===== src/rtl/uvcdw_pkg.sv =====
// ----------------------------------------------------------------------------
// uvcdw_pkg
// Shared types and constants for the UVC descriptor walker.
// ----------------------------------------------------------------------------
`default_nettype none

package uvcdw_pkg;

    // Descriptor codes
    localparam logic [7:0]  DT_INTERFACE           = 8'h04;
    localparam logic [7:0]  DT_CLASS_IFACE         = 8'h24;
    localparam logic [7:0]  SUB_INPUT_TERMINAL     = 8'h02;
    localparam logic [7:0]  SUB_EXTENSION_UNIT     = 8'h06;
    localparam logic [7:0]  CLASS_VIDEO            = 8'h0E;
    localparam logic [7:0]  SUBCLASS_VIDEO_CONTROL = 8'h01;
    localparam logic [15:0] TERMINAL_CAMERA        = 16'h0201;

    // Length limits and control bit position
    localparam int TERMINAL_BASE_LEN = 15;
    localparam int ZOOM_BIT          = 9;
    localparam int IFACE_MIN_LEN     = 9;
    localparam int UNIT_MIN_LEN      = 20;
    localparam int MIN_DESC_LEN      = 2;

    // Configuration register map
    localparam int CFG_IDX_W = 1;
    localparam logic [CFG_IDX_W-1:0] CFG_GUID_LOW  = 1'b0;
    localparam logic [CFG_IDX_W-1:0] CFG_GUID_HIGH = 1'b1;

    localparam logic [63:0] GUID_LOW_RESET  = 64'd5706312183290437328;
    localparam logic [63:0] GUID_HIGH_RESET = 64'd5204475402728215214;

    // One input beat
    typedef struct packed {
        logic [7:0] data;
        logic       last;
    } uvcdw_beat_t;

    // One result beat
    typedef struct packed {
        logic        xu_matched;
        logic [7:0]  xu_unit_id;
        logic [7:0]  xu_interface;
        logic        terminal_found;
        logic [7:0]  terminal_id;
        logic [15:0] focal_min;
        logic [15:0] focal_max;
        logic [15:0] ocular_focal;
        logic        zoom_supported;
        logic        malformed;
    } uvcdw_result_t;

    // Walker state
    typedef struct packed {
        logic [7:0]  pos;
        logic [7:0]  len;
        logic [7:0]  dtype;
        logic [7:0]  subtype;
        logic [15:0] term_type;
        logic [15:0] focal_min;
        logic [15:0] focal_max;
        logic [15:0] ocular;
        logic [7:0]  side_id;
        logic [7:0]  side_class;
        logic [7:0]  side_subclass;
        logic [7:0]  csize;
        logic [7:0]  ctrl1;
        logic        guid_match;
        logic        in_vc;
        logic [7:0]  vc_num;
        logic        unit_done;
        logic        term_done;
        logic        halted;
        logic        xu_matched;
        logic [7:0]  xu_id;
        logic [7:0]  xu_if;
        logic        t_found;
        logic [7:0]  t_id;
        logic [15:0] t_fmin;
        logic [15:0] t_fmax;
        logic [15:0] t_ocular;
        logic        t_zoom;
    } uvcdw_state_t;

    function automatic uvcdw_state_t state_reset();
        uvcdw_state_t s;
        s = '0;
        s.guid_match = 1'b1;
        return s;
    endfunction

endpackage

`default_nettype wire


===== src/rtl/uvcdw_in_stage.sv =====
// ----------------------------------------------------------------------------
// uvcdw_in_stage
// Input register: captures one descriptor byte beat per cycle while s_ready is high.
// ----------------------------------------------------------------------------
`default_nettype none

module uvcdw_in_stage (
    input  wire logic               aclk,
    input  wire logic               aresetn,
    input  wire logic               s_valid,
    output logic                    s_ready,
    input  wire uvcdw_pkg::uvcdw_beat_t s_beat,
    output logic                    beat_valid,
    output uvcdw_pkg::uvcdw_beat_t  beat,
    input  wire logic               beat_take
);

    logic                   valid_reg;
    uvcdw_pkg::uvcdw_beat_t beat_reg;

    // Free when empty or when the held beat leaves this cycle
    assign s_ready    = !valid_reg || beat_take;
    assign beat_valid = valid_reg;
    assign beat       = beat_reg;

    always_ff @(posedge aclk) begin
        if (!aresetn) begin
            valid_reg <= 1'b0;
        end else if (s_ready) begin
            valid_reg <= s_valid;
        end
    end

    always_ff @(posedge aclk) begin
        if (s_valid && s_ready) begin
            beat_reg <= s_beat;
        end
    end

endmodule

`default_nettype wire


===== src/rtl/uvcdw_walk.sv =====
// ----------------------------------------------------------------------------
// uvcdw_walk
// Descriptor walker: splits bytes into descriptors, tracks the video-control
// interface and runs the extension-unit and camera-terminal searches.
// ----------------------------------------------------------------------------
`default_nettype none

module uvcdw_walk (
    input  wire logic                   aclk,
    input  wire logic                   aresetn,
    input  wire logic [127:0]           guid,
    input  wire logic                   beat_valid,
    input  wire uvcdw_pkg::uvcdw_beat_t beat,
    output logic                        beat_take,
    input  wire logic                   res_ready,
    output logic                        res_valid,
    output uvcdw_pkg::uvcdw_result_t    res
);

    uvcdw_pkg::uvcdw_state_t st_reg;
    uvcdw_pkg::uvcdw_state_t st_next;
    uvcdw_pkg::uvcdw_state_t upd;
    logic [3:0]              guid_idx;
    logic [7:0]              guid_byte;
    logic                    at_end;
    logic                    vc_match;

    // A last beat needs room in the result register
    assign beat_take = beat_valid && (!beat.last || res_ready);
    assign res_valid = beat_take && beat.last;

    // GUID byte for positions 4..19
    assign guid_idx  = 4'(st_reg.pos - 8'd4);
    assign guid_byte = guid[{guid_idx, 3'b000} +: 8];

    // Per-byte update of the walk state
    always_comb begin
        upd      = st_reg;
        at_end   = 1'b0;
        vc_match = 1'b0;
        if (!st_reg.halted) begin
            if (st_reg.pos == 8'd0) begin
                // Length byte opens a new descriptor
                upd.len           = beat.data;
                upd.dtype         = '0;
                upd.subtype       = '0;
                upd.term_type     = '0;
                upd.focal_min     = '0;
                upd.focal_max     = '0;
                upd.ocular        = '0;
                upd.side_id       = '0;
                upd.side_class    = '0;
                upd.side_subclass = '0;
                upd.csize         = '0;
                upd.ctrl1         = '0;
                upd.guid_match    = 1'b1;
                upd.pos           = 8'd1;
            end else begin
                at_end = 1'b1;
                if (st_reg.pos == 8'd1) begin
                    upd.dtype = beat.data;
                    if (st_reg.len < 8'(uvcdw_pkg::MIN_DESC_LEN)) begin
                        upd.unit_done = 1'b1;
                        upd.term_done = 1'b1;
                        upd.halted    = 1'b1;
                        at_end        = 1'b0;
                    end
                end else begin
                    case (st_reg.pos)
                        8'd2:  upd.subtype          = beat.data;
                        8'd3:  upd.side_id          = beat.data;
                        8'd4:  upd.term_type[7:0]   = beat.data;
                        8'd5: begin
                            upd.term_type[15:8] = beat.data;
                            upd.side_class      = beat.data;
                        end
                        8'd6:  upd.side_subclass    = beat.data;
                        8'd8:  upd.focal_min[7:0]   = beat.data;
                        8'd9:  upd.focal_min[15:8]  = beat.data;
                        8'd10: upd.focal_max[7:0]   = beat.data;
                        8'd11: upd.focal_max[15:8]  = beat.data;
                        8'd12: upd.ocular[7:0]      = beat.data;
                        8'd13: upd.ocular[15:8]     = beat.data;
                        8'd14: upd.csize            = beat.data;
                        8'd16: upd.ctrl1            = beat.data;
                        default: ;
                    endcase
                    if (st_reg.pos >= 8'd4 && st_reg.pos <= 8'd19 && beat.data != guid_byte) begin
                        upd.guid_match = 1'b0;
                    end
                end

                if (at_end) begin
                    if ({1'b0, st_reg.pos} + 9'd1 >= {1'b0, st_reg.len}) begin
                        // Descriptor complete: examine it
                        upd.pos = 8'd0;
                        if (upd.dtype == uvcdw_pkg::DT_INTERFACE &&
                            upd.len >= 8'(uvcdw_pkg::IFACE_MIN_LEN)) begin
                            vc_match = upd.side_class == uvcdw_pkg::CLASS_VIDEO &&
                                upd.side_subclass == uvcdw_pkg::SUBCLASS_VIDEO_CONTROL;
                            upd.in_vc = vc_match;
                            if (vc_match) begin
                                upd.vc_num = upd.subtype;
                            end
                        end else if (upd.dtype == uvcdw_pkg::DT_CLASS_IFACE) begin
                            if (!st_reg.unit_done && upd.guid_match &&
                                upd.len >= 8'(uvcdw_pkg::UNIT_MIN_LEN) &&
                                upd.subtype == uvcdw_pkg::SUB_EXTENSION_UNIT) begin
                                upd.xu_matched = 1'b1;
                                upd.xu_id      = upd.side_id;
                                upd.xu_if      = st_reg.in_vc ? st_reg.vc_num : 8'd0;
                                upd.unit_done  = 1'b1;
                            end
                            if (!st_reg.term_done &&
                                upd.len >= 8'(uvcdw_pkg::TERMINAL_BASE_LEN) &&
                                upd.subtype == uvcdw_pkg::SUB_INPUT_TERMINAL &&
                                upd.term_type == uvcdw_pkg::TERMINAL_CAMERA) begin
                                upd.term_done = 1'b1;
                                if (9'(uvcdw_pkg::TERMINAL_BASE_LEN) + {1'b0, upd.csize}
                                        <= {1'b0, upd.len}) begin
                                    upd.t_found  = 1'b1;
                                    upd.t_id     = upd.side_id;
                                    upd.t_fmin   = upd.focal_min;
                                    upd.t_fmax   = upd.focal_max;
                                    upd.t_ocular = upd.ocular;
                                    upd.t_zoom   = (upd.csize > 8'(uvcdw_pkg::ZOOM_BIT / 8)) &&
                                                   upd.ctrl1[uvcdw_pkg::ZOOM_BIT % 8];
                                end
                            end
                        end
                    end else begin
                        upd.pos = st_reg.pos + 8'd1;
                        // Stream ends inside a descriptor
                        if (beat.last) begin
                            upd.unit_done = 1'b1;
                            upd.term_done = 1'b1;
                            upd.halted    = 1'b1;
                        end
                    end
                end
            end
        end
    end

    // Result fields from the updated state
    always_comb begin
        res.xu_matched     = upd.xu_matched;
        res.xu_unit_id     = upd.xu_id;
        res.xu_interface   = upd.xu_if;
        res.terminal_found = upd.t_found;
        res.terminal_id    = upd.t_id;
        res.focal_min      = upd.t_fmin;
        res.focal_max      = upd.t_fmax;
        res.ocular_focal   = upd.t_ocular;
        res.zoom_supported = upd.t_zoom;
        res.malformed      = upd.halted;
    end

    // Last beat starts a fresh stream
    assign st_next = beat.last ? uvcdw_pkg::state_reset() : upd;

    always_ff @(posedge aclk) begin
        if (!aresetn) begin
            st_reg <= uvcdw_pkg::state_reset();
        end else if (beat_take) begin
            st_reg <= st_next;
        end
    end

endmodule

`default_nettype wire


===== src/rtl/uvcdw_out_stage.sv =====
// ----------------------------------------------------------------------------
// uvcdw_out_stage
// Result register: holds one result beat until the sink takes it.
// ----------------------------------------------------------------------------
`default_nettype none

module uvcdw_out_stage (
    input  wire logic                     aclk,
    input  wire logic                     aresetn,
    input  wire logic                     res_valid,
    output logic                          res_ready,
    input  wire uvcdw_pkg::uvcdw_result_t res,
    output logic                          m_valid,
    input  wire logic                     m_ready,
    output uvcdw_pkg::uvcdw_result_t      m_res
);

    logic                     valid_reg;
    uvcdw_pkg::uvcdw_result_t res_reg;

    assign res_ready = !valid_reg || m_ready;
    assign m_valid   = valid_reg;
    assign m_res     = res_reg;

    always_ff @(posedge aclk) begin
        if (!aresetn) begin
            valid_reg <= 1'b0;
        end else if (res_ready) begin
            valid_reg <= res_valid;
        end
    end

    always_ff @(posedge aclk) begin
        if (res_valid && res_ready) begin
            res_reg <= res;
        end
    end

endmodule

`default_nettype wire


===== src/rtl/uvc_descriptor_walker.sv =====
// Result path: the last byte of a stream passes the input register, then
//   the result register, before m_valid rises; it waits longer only while
//   m_ready holds the previous result.
// Throughput: one descriptor byte per cycle; only a last byte waits for a
//   free result register.
// Reset: synchronous, active-low aresetn clears the walk state and both
//   handshakes; the GUID registers return to their default values.
// ----------------------------------------------------------------------------
// uvc_descriptor_walker
// Walks a USB configuration descriptor byte by byte and reports the matching
// extension unit and the camera terminal at the end of the stream.
// ----------------------------------------------------------------------------
`default_nettype none

module uvc_descriptor_walker (
    input  wire logic                           aclk,
    input  wire logic                           aresetn,
    // Configuration
    input  wire logic                           cfg_wr_en,
    input  wire logic [uvcdw_pkg::CFG_IDX_W-1:0] cfg_index,
    input  wire logic [63:0]                    cfg_wdata,
    // Byte input
    input  wire logic                           s_valid,
    output logic                                s_ready,
    input  wire logic [7:0]                     s_descriptor_byte,
    input  wire logic                           s_last_byte,
    // Result output
    output logic                                m_valid,
    input  wire logic                           m_ready,
    output logic                                m_xu_matched,
    output logic [7:0]                          m_xu_unit_id,
    output logic [7:0]                          m_xu_interface,
    output logic                                m_terminal_found,
    output logic [7:0]                          m_terminal_id,
    output logic [15:0]                         m_focal_min,
    output logic [15:0]                         m_focal_max,
    output logic [15:0]                         m_ocular_focal,
    output logic                                m_zoom_supported,
    output logic                                m_malformed
);

    logic [63:0]              guid_low_reg;
    logic [63:0]              guid_high_reg;
    uvcdw_pkg::uvcdw_beat_t   s_beat;
    uvcdw_pkg::uvcdw_beat_t   beat;
    logic                     beat_valid;
    logic                     beat_take;
    logic                     res_valid;
    logic                     res_ready;
    uvcdw_pkg::uvcdw_result_t res;
    uvcdw_pkg::uvcdw_result_t m_res;

    // GUID registers
    always_ff @(posedge aclk) begin
        if (!aresetn) begin
            guid_low_reg  <= uvcdw_pkg::GUID_LOW_RESET;
            guid_high_reg <= uvcdw_pkg::GUID_HIGH_RESET;
        end else if (cfg_wr_en) begin
            unique case (cfg_index)
                uvcdw_pkg::CFG_GUID_LOW:  guid_low_reg  <= cfg_wdata;
                uvcdw_pkg::CFG_GUID_HIGH: guid_high_reg <= cfg_wdata;
                default: ;
            endcase
        end
    end

    assign s_beat.data = s_descriptor_byte;
    assign s_beat.last = s_last_byte;

    uvcdw_in_stage u_in (
        .aclk       (aclk),
        .aresetn    (aresetn),
        .s_valid    (s_valid),
        .s_ready    (s_ready),
        .s_beat     (s_beat),
        .beat_valid (beat_valid),
        .beat       (beat),
        .beat_take  (beat_take)
    );

    uvcdw_walk u_walk (
        .aclk       (aclk),
        .aresetn    (aresetn),
        .guid       ({guid_high_reg, guid_low_reg}),
        .beat_valid (beat_valid),
        .beat       (beat),
        .beat_take  (beat_take),
        .res_ready  (res_ready),
        .res_valid  (res_valid),
        .res        (res)
    );

    uvcdw_out_stage u_out (
        .aclk      (aclk),
        .aresetn   (aresetn),
        .res_valid (res_valid),
        .res_ready (res_ready),
        .res       (res),
        .m_valid   (m_valid),
        .m_ready   (m_ready),
        .m_res     (m_res)
    );

    assign m_xu_matched     = m_res.xu_matched;
    assign m_xu_unit_id     = m_res.xu_unit_id;
    assign m_xu_interface   = m_res.xu_interface;
    assign m_terminal_found = m_res.terminal_found;
    assign m_terminal_id    = m_res.terminal_id;
    assign m_focal_min      = m_res.focal_min;
    assign m_focal_max      = m_res.focal_max;
    assign m_ocular_focal   = m_res.ocular_focal;
    assign m_zoom_supported = m_res.zoom_supported;
    assign m_malformed      = m_res.malformed;

endmodule

`default_nettype wire


===== config.mk =====
export PLATFORM = sky130hd
export DESIGN_NAME = uvc_descriptor_walker
export DESIGN_NICKNAME = d
export VERILOG_FILES = /design/src/rtl/uvcdw_pkg.sv /design/src/rtl/uvcdw_in_stage.sv /design/src/rtl/uvcdw_walk.sv /design/src/rtl/uvcdw_out_stage.sv /design/src/rtl/uvc_descriptor_walker.sv
export SDC_FILE = /design/constraint.sdc
export NUM_CORES = 1
export LEC_CHECK = 0
export BUFFER_PORTS_ARGS = -buffer_cell sky130_fd_sc_hd__buf_2
export CAP_MARGIN = 20
export CORE_MARGIN = 2
export CORE_UTILIZATION = 30
export DETAILED_ROUTE_END_ITERATION = 7
export PLACE_DENSITY = 0.46
export RECOVER_POWER = 50
export SETUP_SLACK_MARGIN = 0.05
export SYNTH_ARGS = -nofsm -noshare
export SYNTH_HDL_FRONTEND = slang
export SYNTH_SLANG_ARGS = --single-unit

===== constraint.sdc =====
create_clock -name aclk -period 6.5 [get_ports aclk]
set_input_delay 0 -clock aclk [delete_from_list [all_inputs] [get_ports aclk]]
set_output_delay 0 -clock aclk [all_outputs]
set_load 0.01 [all_outputs]

# Word level (Yosys, flattened, before mapping)
# Index checks and enable logic that the tools add are counted.
[word_totals] register_bits=432 latchBits=0 ramBits=0 mem_bits_ro=0 in_bits=79 out_inout_bits=78 n_memories=0
[classes] addsub=4 mul=0 n_div=0 n_lt_le_gt_ge=9 n_eq_ne=24 n_shift=1 mux=53 n_bitwise=1 n_reduce_logical=38
[op_table] operator="224-bit 2-to-1 mux" count=2
[op_table] operator="113-bit 2-to-1 mux" count=3
[op_table] operator="75-bit 2-to-1 mux" count=3
[op_table] operator="8-bit 2-to-1 mux" count=23
[op_table] operator="87-bit 2-to-1 mux" count=2
[op_table] operator="128-bit by 8-bit indexed part select with 8-bit output" count=1
[op_table] operator="121-bit 2-to-1 mux" count=1
[op_table] operator="58-bit 2-to-1 mux" count=2
[op_table] operator="8-bit by 4-bit == test with 1-bit output (second input constant)" count=8
[op_table] operator="8-bit by 3-bit == test with 1-bit output (second input constant)" count=5
[op_table] operator="8-bit by 2-bit == test with 1-bit output (second input constant)" count=3
[op_table] operator="9-bit 2-to-1 mux" count=2
[op_table] operator="17-bit 2-to-1 mux" count=1
[op_table] operator="16-bit by 10-bit == test with 1-bit output (second input constant)" count=1
[op_table] operator="8-bit by 1-bit == test with 1-bit output (second input constant)" count=2
[op_table] operator="8-bit by 4-bit greater-or-equal comparator with 1-bit output (second input constant)" count=2
[op_table] operator="1-bit logical AND" count=15
[op_table] operator="2-bit nonzero test" count=5
[op_table] operator="4-bit by 8-bit adder with 9-bit output (first input constant)" count=1
[op_table] operator="8-bit by 1-bit adder with 9-bit output (second input constant)" count=1
[op_table] operator="9-bit by 8-bit greater-or-equal comparator with 1-bit output" count=1
[op_table] operator="9-bit by 8-bit <= comparator with 1-bit output" count=1
[op_table] operator="3-bit 2-to-1 mux" count=3
[op_table] operator="3-bit AND reduction" count=3
[op_table] operator="21 further kinds" count=39

# Longest topological paths before layout
# Gate-level depths: netlist of run 1.
[logic_depth] ltp_word=19 depth_mapped=25

# Cells and area by module
# A second synthesis of run 1 with hierarchy kept.
[hier_totals] cells_unflattened=2088 hier_area_um2=19941.6
[by_module_without_submodules] module="uvcdw_walk" n_inst=1 cells_per_inst=1442 area_per_inst_um2=12195.4 seq_area_each_um2=4344.2
[by_module_without_submodules] module="uvc_descriptor_walker" n_inst=1 cells_per_inst=551 area_per_inst_um2=5078.6 seq_area_each_um2=2562.5
[by_module_without_submodules] module="uvcdw_out_stage" n_inst=1 cells_per_inst=81 area_per_inst_um2=2339.7 seq_area_each_um2=2302.2
[by_module_without_submodules] module="uvcdw_in_stage" n_inst=1 cells_per_inst=14 area_per_inst_um2=327.8 seq_area_each_um2=290.3

# Worst setup path before layout of run 1
# OpenSTA, ideal clock, no wires.
[synth_path] path_kind="register to register" from="register u_walk.st_reg[218] (netlist bit)" to="register u_out.res_reg, in the netlist u_out.m_res[50], data pin" setup_ns=0.260 arrival_time_ns=5.155 required_ns=6.240 path_slack_ns=1.086 stages_incl_launch_ff=24 path_buffers=6 synth_period_minus_slack_ns=5.414 path_cell_list="dfxtp_1 -> buf_2 -> inv_1 -> clkbuf_1 -> ha_1 -> clkbuf_1 -> nand2_1 -> nand4_1 -> clkbuf_1 -> nor2_1 -> a21oi_1 -> nand3_1 -> o2111ai_1 -> xnor2_1 -> nor2_1 -> a21oi_1 -> ha_1 -> a211oi_1 -> a31oi_1 -> a211o_1 -> nor4_1 -> buf_2 -> buf_2 -> mux2_2"
[synth_rtl] item="start, declared" line_no="uvcdw_walk.sv:20" rtl="uvcdw_pkg::uvcdw_state_t st_reg;"
[synth_rtl] item="start signal, assigned" line_no="uvcdw_walk.sv:164" rtl="st_reg <= uvcdw_pkg::state_reset();"
[synth_rtl] item="start signal, assigned" line_no="uvcdw_walk.sv:166" rtl="st_reg <= st_next;"
[synth_rtl] item="end signal, assigned" line_no="uvcdw_out_stage.sv:35" rtl="res_reg <= res;"
[synth_rtl] item="end, declared" line_no="uvcdw_out_stage.sv:19" rtl="uvcdw_pkg::uvcdw_result_t res_reg;"

# Worst setup path in the final report of run 1
[layout_path] from="register u_walk.st_reg[220] (netlist bit)" to="register u_walk.st_reg[24] (netlist bit)"
[layout_via] elab_chain_cells=16 elab_cells_between_ends=41 classes_between="add/sub: 2; order compare: 2; eq/ne: 10; mux: 23; reduce/logical: 4"
[layout_lines] item="8-bit by 4-bit == test with 1-bit output or 8-bit by 2-bit == test with 1-bit output (tied branches)" line_no="uvcdw_walk.sv:69" rtl="case (st_reg.pos)"
[layout_lines] item="8-bit 2-to-1 mux" line_no="uvcdw_walk.sv:69"
[layout_lines] item="113-bit 2-to-1 mux" line_no="uvcdw_walk.sv:60" rtl="if (st_reg.pos == 8'd1) begin"
[layout_lines] item="113-bit 2-to-1 mux" line_no="uvcdw_walk.sv:42" rtl="if (st_reg.pos == 8'd0) begin"
[layout_lines] item="113-bit 2-to-1 mux" line_no="uvcdw_walk.sv:41" rtl="if (!st_reg.halted) begin"
[layout_lines] item="4-bit by 8-bit adder with 9-bit output or 8-bit by 2-bit == test with 1-bit output (tied branches)" line_no="uvcdw_walk.sv:119, uvcdw_walk.sv:116"
[layout_lines] item="9-bit by 8-bit <= comparator with 1-bit output or 1-bit logical AND (tied branches)" line_no="uvcdw_walk.sv:120, uvcdw_walk.sv:115"
[layout_lines] item="58-bit 2-to-1 mux or 1-bit logical AND (tied branches)" line_no="uvcdw_walk.sv:119, uvcdw_walk.sv:116"
[layout_lines] item="58-bit 2-to-1 mux" line_no="uvcdw_walk.sv:114" rtl="if (!st_reg.term_done &&"
[layout_lines] item="75-bit 2-to-1 mux" line_no="uvcdw_walk.sv:105" rtl="end else if (upd.dtype == uvcdw_pkg::DT_CLASS_IFACE) begin"
[layout_lines] item="75-bit 2-to-1 mux" line_no="uvcdw_walk.sv:97" rtl="if (upd.dtype == uvcdw_pkg::DT_INTERFACE &&"
[layout_lines] item="75-bit 2-to-1 mux" line_no="uvcdw_walk.sv:94" rtl="if ({1'b0, st_reg.pos} + 9'd1 >= {1'b0, st_reg.len}) begin"
[layout_lines] item="87-bit 2-to-1 mux" line_no="uvcdw_walk.sv:93" rtl="if (at_end) begin"
[layout_lines] item="87-bit 2-to-1 mux (*)" line_no="uvcdw_walk.sv:42"
[layout_lines] item="224-bit 2-to-1 mux (*)" line_no="uvcdw_walk.sv:41"
[layout_lines] item="224-bit 2-to-1 mux (*)" line_no="uvcdw_walk.sv:160" rtl="assign st_next = beat.last ? uvcdw_pkg::state_reset() : upd;"
# Every way passes the cells marked *; elsewhere a longest branch is shown, timed or not. The select of a mux whose other input is x is not followed.
# A chain may end at the register's enable or synchronous reset.

==> impl_metrics.ini, run 1 <==
[setup_path]
critPathKind = reg2reg
critical-path-top-cell-by-count = a21oi_1
startpoint_type = register
worstPathCellList = nor4_4 -> nand4_1 -> a21oi_1 -> nand3_1 -> o2111ai_1 -> xnor2_1 -> nor2_1 -> a21oi_1 -> ha_1 -> a211oi_1 -> a31oi_1 -> a211o_1 -> o41ai_1 -> a21oi_4 -> buf_4 -> a32o_1
critPathMaxFanout = 57
worstPathArrival_ps = 6100
end_kind = register
critPathRequiredTime_ps = 6960
cp_slowest_cell = nand4_1
critPathMaxStageDelay_ps = 690

[floorplan]
num_io_pins = 157
die_area_mm2 = 0.0653
die-width_um = 256
core.rowCount = 92
floorplan.initialDensity_pct = 30.2
fp.dieH_um = 256
core-area_mm2 = 0.0629

[cts]
cts_htree_levels = 2
numCtsBuffers = 49
clkSinkCount = 432
clkTransAtPathRegs_ps = 60
root_buffer = clkbuf_16
ctsResizeCount = 0
clk_latency_ps = 590
clock_path_buffers = 3
cts_tree = built

[timing]
hold_viol = 0
max_slew.worst_pin.slew_ps = 3930
slew_violations = 331
tns_ps = 0
fin_worst_skew_ps = 30.7
finalSetupViolCount = 0
rsz0062_at_grt = no
max-slew-margin-rel_pct = -162
fin_crit_ps = 5640
fin_hold_ws_ps = 129
period_share_pct = 86.8
max_freq_mhz = 177

[route]
drt_iter0_drc = 1121
antenna_left = 0
wl_um = 56700
vias = 15300
via_per_inst = 5.06
first_pass_iters = 6
wl_per_cell_um = 18.7
drc = 0

[grt]
overflow = 0
grt_pass1_wl_um = 89700
grt_max_degree = 123
grt_pass1_vias = 15100
grt_antenna_before_repair = 4
track_usage_pct = 17.2

[power]
p_leak_uw = 0.00852
fin_total_pwr_uw = 5960
power_density_mw_per_mm2 = 262
ir_drop_uv = 166

[yosys]
syn-num-nets = 2079
ys_types = 71
ys_seq_area_share_pct = 50.0
synth_edf_count = 85
synth-seq-cells = 432
synth_cells = 1973
ys_async_sr_fraction_pct = 0
synth-main-ff-cell = dfxtp_1
ys_warn_count = 0
syn_area_per_cell_um2 = 9.62
synth_area_mm2 = 0.0190

[run_status]
run_status = finished with violations
failed_checks = max-capacitance violations, max-slew violations

[job]
maxCapViolCount = 5

[finish]
final_common_cell = nand2_1
nets = 2242
mostFrequentLayoutCells = 383 x nand2_1, 345 x dfxtp_1, 155 x nor2_1, 124 x a21oi_1, 105 x mux2_2
drive_above_1_share_pct = 15.7
largest_reg_flops = 217
synthToLayoutAreaGrowth_pct = 19.8

[min_path]
hold_path.class = in2reg

[placed_design]
place_hpwl_um = 36100
routabilityCongestion = 0.852
port_buffers = 156
## path summary, 6_finish.rpt
kind / endpoint / cells past startpoint / slack [ps] / start
hold reg to reg: u_walk.st_reg[77]$_SDFFE_PN0P_ / 2 / 450 / u_walk.st_reg[77]$_SDFFE_PN0P_
hold / removal: u_in.beat[0]$_DFFE_PP_ / 2 / 130 / s_last_byte
setup reg to reg: u_walk.st_reg[24]$_SDFFE_PN0P_ / 16 / 860 / u_walk.st_reg[220]$_SDFFE_PN0P_
setup / recovery: u_walk.st_reg[24]$_SDFFE_PN0P_ / 16 / 860 / u_walk.st_reg[220]$_SDFFE_PN0P_
## logic make-up (layout without fill, tap and decap cells)
group	Yosys count	in the layout	share of synthesized area [%]
buffers and inverters	178	379	3.90
flip-flops	432	432	50.0
XOR/XNOR	18	18	0.830
multiplexers	159	159	11.2
AND/OR/NAND/NOR	747	747	17.2
adder cells (fa/ha/maj)	27	27	1.78
other	0	4	0
AO/OA/AOI/OAI	412	412	15.1
## per-layer routing
layer	vias up	wire length (µm)	share of wire (%)	GRT usage (%)
met2	375	27100	48	28.9
met3	97	2710	4.8	3.03
met1	7420	25400	45	22.4
met5	-	0	0	0
met4	0	1490	2.6	5.38
li1	7400	-	-	-
## worst max-delay path: cells and delay by family (launching register included)
family,cells,cell delay (ps)
compound gates,9,2630
xor+xnor,1,140
fa+ha+maj,1,300
buf+inv,1,340
flops,1,410
simple gates,4,1610
## where the power goes
part           total (µW)  internal (µW)  switching (µW)
sequential           2820           2780            34.7
clock                2750           1640            1120
combinational         396            145             251
total                5960           4560            1400
## per-stage QoR
step	instances	instance area, µm²	utilization, %	setup slack (ps)
finish	3024	22800	36.2	859
floorplan	1973	19000	-	1090
detailed placement	2854	20500	32.6	1000
CTS	3019	22900	36.4	962
global placement	2854	20500	32.6	1110
global route	3024	22800	36.2	349
## final cells by class
type | instances | area, µm²
Sequential cell | 432 | 9500
Multi-Input combinational cell | 1363 | 8800
Antenna cell | 4 | 10.0
Tap cell | 846 | 1060
Clock buffer | 75 | 1480
Inverter | 26 | 104
Fill cell | 6523 | 40100
Timing Repair Buffer | 264 | 1670
Clock inverter | 14 | 130
## cells in the mapped netlist, types with 7 or more instances
cell type / n / share of area, %
inv_1: 24 / 0.47
a21oi_1: 126 / 3.3
a22oi_1: 92 / 3.6
or2_2: 12 / 0.40
buf_2: 14 / 0.37
nor4_1: 10 / 0.33
and2_1: 28 / 0.92
nor2_1: 156 / 3.1
nand3_1: 83 / 2.2
mux2_2: 105 / 6.2
a32o_1: 58 / 3.1
edfxtp_1: 85 / 13
nand2_1: 384 / 7.6
mux4_2: 24 / 2.8
nor3_1: 13 / 0.34
buf_1: 15 / 0.30
dfxtp_1: 347 / 37
a31oi_1: 8 / 0.26
mux2i_1: 23 / 1.2
ha_1: 27 / 1.8
a22o_1: 23 / 1.1
xnor2_1: 12 / 0.55
o21ai_0: 58 / 1.5
nand4_1: 21 / 0.69
and3_1: 7 / 0.23
clkbuf_1: 116 / 2.3
## repair_timing
action,in CTS,in global routing
hold buffers,76,0
setup buffers,0,0
hold endpoints to repair,148,0
(Power assumes the default switching activity.)
==> inputs of run 2 (changes only) <==
--- a/config.mk
+++ b/config.mk
@@ -7,9 +7,10 @@
 export LEC_CHECK = 0
 export BUFFER_PORTS_ARGS = -buffer_cell sky130_fd_sc_hd__buf_2
 export CAP_MARGIN = 20
-export CORE_MARGIN = 2
 export CORE_UTILIZATION = 30
+export CTS_BUF_LIST = sky130_fd_sc_hd__clkbuf_4 sky130_fd_sc_hd__clkbuf_8 sky130_fd_sc_hd__clkbuf_16
 export DETAILED_ROUTE_END_ITERATION = 7
+export MAX_ROUTING_LAYER = met4
 export PLACE_DENSITY = 0.46
 export RECOVER_POWER = 50
 export SETUP_SLACK_MARGIN = 0.05
==> impl_metrics.ini, run 2 (synthesis results as in run 1) <==
[run_status]
run_status = finished with violations
failed_checks = max-capacitance violations, max-slew violations

[cts]
clk_latency_ps = 610
cts_htree_levels = 2
root_buffer = clkbuf_16
ctsHoldBuffers = 76
clkSinkCount = 432
numCtsBuffers = 51
cts_tree = built
clkTransAtPathRegs_ps = 60
post-cts-setup-buffer-count = 0
clock_path_buffers = 3
ctsResizeCount = 0

[timing]
rsz0062_at_grt = no
period_share_pct = 83.0
max_freq_mhz = 185
slew_violations = 343
fin_crit_ps = 5390
max-slew-margin-rel_pct = -159
fin_worst_skew_ps = 30.4
max_slew.worst_pin.slew_ps = 3890
tns_ps = 0
finalSetupViolCount = 0
hold_viol = 0

[setup_path]
worstPathArrival_ps = 5870
critPathMaxFanout = 57
critPathKind = reg2reg
critPathRequiredTime_ps = 6980
critPathLaunch = u_walk.st_reg[218]$_SDFFE_PN0P_
startpoint_type = register
end_kind = register
r2r_start = u_walk.st_reg[218]$_SDFFE_PN0P_
reg2regPathDepth = 18

[power]
ir_drop_uv = 178
power_density_mw_per_mm2 = 271
comb_power_share_pct = 6.5
power.internal_uw = 4750
seq_power_share_pct = 45.3
power.switching_uw = 1460
netSwitchingFraction_pct = 23.5
p_leak_uw = 0.00863
p_clk_share_pct = 48.2

[grt]
grt_pass1_wl_um = 89200
overflow = 0
track_usage_pct = 18.3
grt_pass1_vias = 15200
grt_max_degree = 127
grt_antenna_before_repair = 4

[finish]
final_common_cell = nand2_1
fin_util_pct = 36.9
drive_above_1_share_pct = 16.5
mostFrequentLayoutCells = 383 x nand2_1, 345 x dfxtp_1, 155 x nor2_1, 125 x a21oi_1, 105 x mux2_2
synthToLayoutAreaGrowth_pct = 20.8
nets = 2245
largest_reg_flops = 217

[placed_design]
port_buffers = 156
place_hpwl_um = 35600
routabilityCongestion = 0.900

[min_path]
hold_start = s_descriptor_byte[3]
min_delay_path_depth = 2
hold_path.class = in2reg

[floorplan]
fp.dieH_um = 254
die_area_mm2 = 0.0643
die-width_um = 254
core.rowCount = 91
core-area_mm2 = 0.0622
num_io_pins = 157
floorplan.initialDensity_pct = 30.5

[route]
drt_iter0_drc = 871
wl_per_cell_um = 18.8
antenna_left = 0
wl_um = 56800
vias = 15600
drc = 0
via_per_inst = 5.15
first_pass_iters = 5

[job]
maxCapViolCount = 5
run 2: path summary, 6_finish.rpt:
path	slack (ps)	end
hold reg to reg	450	guid_high_reg[11]$_SDFFE_PN0P_
hold / removal	110	u_in.beat[4]$_DFFE_PP_
setup / recovery	1110	u_walk.st_reg[23]$_SDFFE_PN0P_
setup reg to reg	1110	u_walk.st_reg[23]$_SDFFE_PN0P_
run 2: final cells by class:
type                       instances  area, µm²
sequential                       432       9500
multi-input combinational       1363       8800
fill                            6361      39200
inverter                          26        104
tap                              837       1050
timing repair buffer             265       1680
antenna                            4       10.0
clock buffer                      83       1660
clock inverter                    11        131
run 2: stage by stage:
step | worst slack [ps] | total power (µW) | instances | cell area, µm² | hold slack (ps)
floorplan | 1090 | 3090 | 1973 | 19000 | 98.9
global placement | 1320 | 3230 | 2845 | 20500 | 179
detailed placement | 1180 | 3240 | 2846 | 20500 | 181
CTS | 1150 | 6290 | 3016 | 23000 | 75.7
global route | 625 | 6440 | 3021 | 22900 | 96.4
finish | 1110 | 6210 | 3021 | 22900 | 107
run 2: layer usage:
metal,global-route usage [%],part of all wire [%]
met1,23.4,45
met2,30.5,49
met3,2.76,4.9
met4,4.00,1.7
met5,-,0
run 2: power groups by stage:
stage	sequential [µW]	clock (µW)	combinational, µW
global route	2820	3180	441
detailed placement	2870	0	367
floorplan	2860	0	229
CTS	2810	3070	404
global placement	2870	0	364
finish	2810	2990	401
run 2: worst max-delay path, stage by stage, from the launching register on:
cell       delay (ps)
dfxtp_1           330
inv_1             240
ha_1              390
nand2_1           220
nand4_1           390
a21oi_1           460
nand3_1           260
o2111ai_1         300
xnor2_1           150
nor2_1             50
a21oi_1           130
ha_1              280
a211oi_1          240
a31oi_1           110
a211o_1           340
o41ai_1           560
a21oi_4            90
buf_4             390
a32o_1            300
==> inputs of run 3 (changes only) <==
--- a/config.mk
+++ b/config.mk
@@ -5,13 +5,14 @@
 export SDC_FILE = /design/constraint.sdc
 export NUM_CORES = 1
 export LEC_CHECK = 0
+export ABC_AREA = 1
 export BUFFER_PORTS_ARGS = -buffer_cell sky130_fd_sc_hd__buf_2
 export CAP_MARGIN = 20
 export CORE_UTILIZATION = 30
 export CTS_BUF_LIST = sky130_fd_sc_hd__clkbuf_4 sky130_fd_sc_hd__clkbuf_8 sky130_fd_sc_hd__clkbuf_16
 export DETAILED_ROUTE_END_ITERATION = 7
 export MAX_ROUTING_LAYER = met4
-export PLACE_DENSITY = 0.46
+export PLACE_DENSITY = 0.47
 export RECOVER_POWER = 50
 export SETUP_SLACK_MARGIN = 0.05
 export SYNTH_ARGS = -nofsm -noshare
==> constraint.sdc (replaced) <==
create_clock -name aclk -period 4.75 [get_ports aclk]
set_input_delay 0 -clock aclk [delete_from_list [all_inputs] [get_ports aclk]]
set_output_delay 0 -clock aclk [all_outputs]
set_load 0.01 [all_outputs]
==> impl_metrics.ini, run 3 <==
[min_path]
hold_start = s_descriptor_byte[7]
hold_path.class = in2reg

[setup_path]
critPathMaxFanout = 77
worstPathArrival_ps = 4520
end_kind = register
r2r_start = u_in.beat[0]$_DFFE_PP_
critPathKind = reg2reg
critPathRequiredTime_ps = 5010
critPathLaunch = u_in.beat[0]$_DFFE_PP_
startpoint_type = register

[route]
drc = 0
antenna_left = 0
vias = 18700
drt_iter0_drc = 1361
first_pass_iters = 6
via_per_inst = 4.94
wl_per_cell_um = 17.1
wl_um = 64500

[cts]
clk_latency_ps = 580
cts_tree = built
clkSinkCount = 432
numCtsBuffers = 51
clkTransAtPathRegs_ps = 50
root_buffer = clkbuf_16
post-cts-setup-buffer-count = 0
cts_htree_levels = 2
clock_path_buffers = 3

[finish]
nets = 2977
final_common_cell = nand2_1
mostFrequentLayoutCells = 869 x nand2_1, 347 x dfxtp_1, 244 x a21oi_1, 223 x nor2_1, 183 x o21ai_0
final_cells = 3776
multi_input_area_mm2 = 0.00912
final.fill_count = 6936
drive_above_1_share_pct = 9.62
final_area_mm2 = 0.0239
ff_latch_area_mm2 = 0.00950
synthToLayoutAreaGrowth_pct = 19.8
antennaDiodeCount = 0
largest_reg_flops = 217

[placed_design]
port_buffers = 156
place_area_mm2 = 0.0214
pre_cts_slack_ps = 98.6
place_hpwl_um = 40000
routabilityCongestion = 0.859
placed_cells = 3597

[yosys]
synth-seq-cells = 432
synthTopCellsByArea = dfxtp_1 35%, nand2_1 16%, edfxtp_1 13%
syn-num-nets = 2820
synth.top_cell.area_share_pct = 34.9
syn_area_per_cell_um2 = 7.34
yosysMostFrequentCell = nand2_1
ys_async_sr_fraction_pct = 0
yosys-top-cells-count = 870 x nand2_1, 347 x dfxtp_1, 244 x a21oi_1
yosysTopAreaCell = dfxtp_1
synth_cells = 2714
ys_seq_area_share_pct = 47.7
ys_warn_count = 0
ys_types = 42
synth_edf_count = 85
synth-main-ff-cell = dfxtp_1
synth_area_mm2 = 0.0199

[timing]
finalSetupViolCount = 0
fin_worst_skew_ps = 15.5
slew_violations = 153
max-slew-margin-rel_pct = -41.4
fin_crit_ps = 4260
rsz0062_at_grt = no
tns_ps = 0
hold_viol = 0
max_freq_mhz = 235
period_share_pct = 89.7
max_slew.worst_pin.slew_ps = 2120
timing.final.ws_setup_ps = 490

[floorplan]
core-area_mm2 = 0.0657
die_area_mm2 = 0.0674
num_io_pins = 157
fp.dieH_um = 260
die-width_um = 260
core.rowCount = 94
floorplan.initialDensity_pct = 30.3

[grt]
grt_pass1_vias = 17600
grt_pass1_wl_um = 101000
track_usage_pct = 19.5
grt_max_degree = 107
grt_antenna_before_repair = 1
overflow = 0

[power]
p_leak_uw = 0.00964
ir_drop_uv = 249
power_density_mw_per_mm2 = 356

[job]
maxCapViolCount = 2

[run_status]
run_status = finished with violations
failed_checks = max-capacitance violations, max-slew violations
-- run 3: changes by cell type in the layout (fill, tap and decap cells not counted), sizes merged, moves of 58 or more --
cell and change:
inv +115, o21ai +137, nand2 +491, nand4 +69
mux2 -106, nor2 +79, a21oi +118, a32o -58
nand3 +88, a22oi -92
-- run 3: kinds of logic after synthesis --
kind of cell	count (synthesis)	synth area share, %
compound gates	494	13.1
mux	1	0.0502
simple gates	1424	30.2
fa+ha+maj	27	1.70
flops	432	47.7
xor+xnor	11	0.484
buf+inv	325	6.79
-- run 3: through the flow --
stage          hold slack, ps  utilization (%)  total power (µW)
6_report                  124             36.3              8490
5_1_grt                   103             36.3              8830
4_1_cts                  87.1             36.5              8600
3_5_place_dp              178             32.6              4580
3_3_place_gp              182             32.5              4580
2_1_floorplan            98.9                -              4330
-- run 3: metal layers --
layer | GRT usage, % | vias up | wire [µm]
met1 | 25.9 | 8832 | 30000
met2 | 31.2 | 477 | 29900
met4 | 4.79 | 0 | 1250
met3 | 2.83 | 86 | 3410
li1 | - | 9264 | -
met5 | - | - | 0
-- run 3: worst max-delay path: stages, from the launching register on --
cell	delay [ps]
edfxtp_1	320
clkbuf_1	670
nand2_1	110
nand2_1	130
buf_4	760
inv_1	220
nand2_1	200
clkinvlp_2	140
clkbuf_2	660
buf_4	580
-- run 3: final timing paths --
path              depth (start not counted)  slack (ps)                       endpoint
setup / recovery                          9         490      u_out.m_res[48]$_DFFE_PP_
hold / removal                            2         120         u_in.beat[8]$_DFFE_PP_
setup reg to reg                          9         490      u_out.m_res[48]$_DFFE_PP_
hold reg to reg                           2         450  guid_low_reg[49]$_SDFFE_PN0P_
-- run 3: area by class of cell --
| type | instances | share of cell area, % |
|---|---|---|
| well taps | 864 | 4.53 |
| flip-flops and latches | 432 | 39.8 |
| inverters | 143 | 2.28 |
| clock inverters | 20 | 0.755 |
| multi-input cells | 1957 | 38.2 |
| repair buffers | 286 | 8.00 |
| clock buffers | 74 | 6.43 |
-- run 3: report_power, final --
part,leakage [µW],internal (µW),total (µW),switching [µW]
Clock,0.000867,2350,3940,1580
Sequential,0.00375,3830,3870,48.3
Combinational,0.00502,211,679,469
-- run 3: timing repair --
item | CTS | global route
hold buffers | 85 | 0
resized for setup | 0 | 9
endpoints found under the setup margin | 0 | 114
endpoints found under the hold margin | 158 | 0
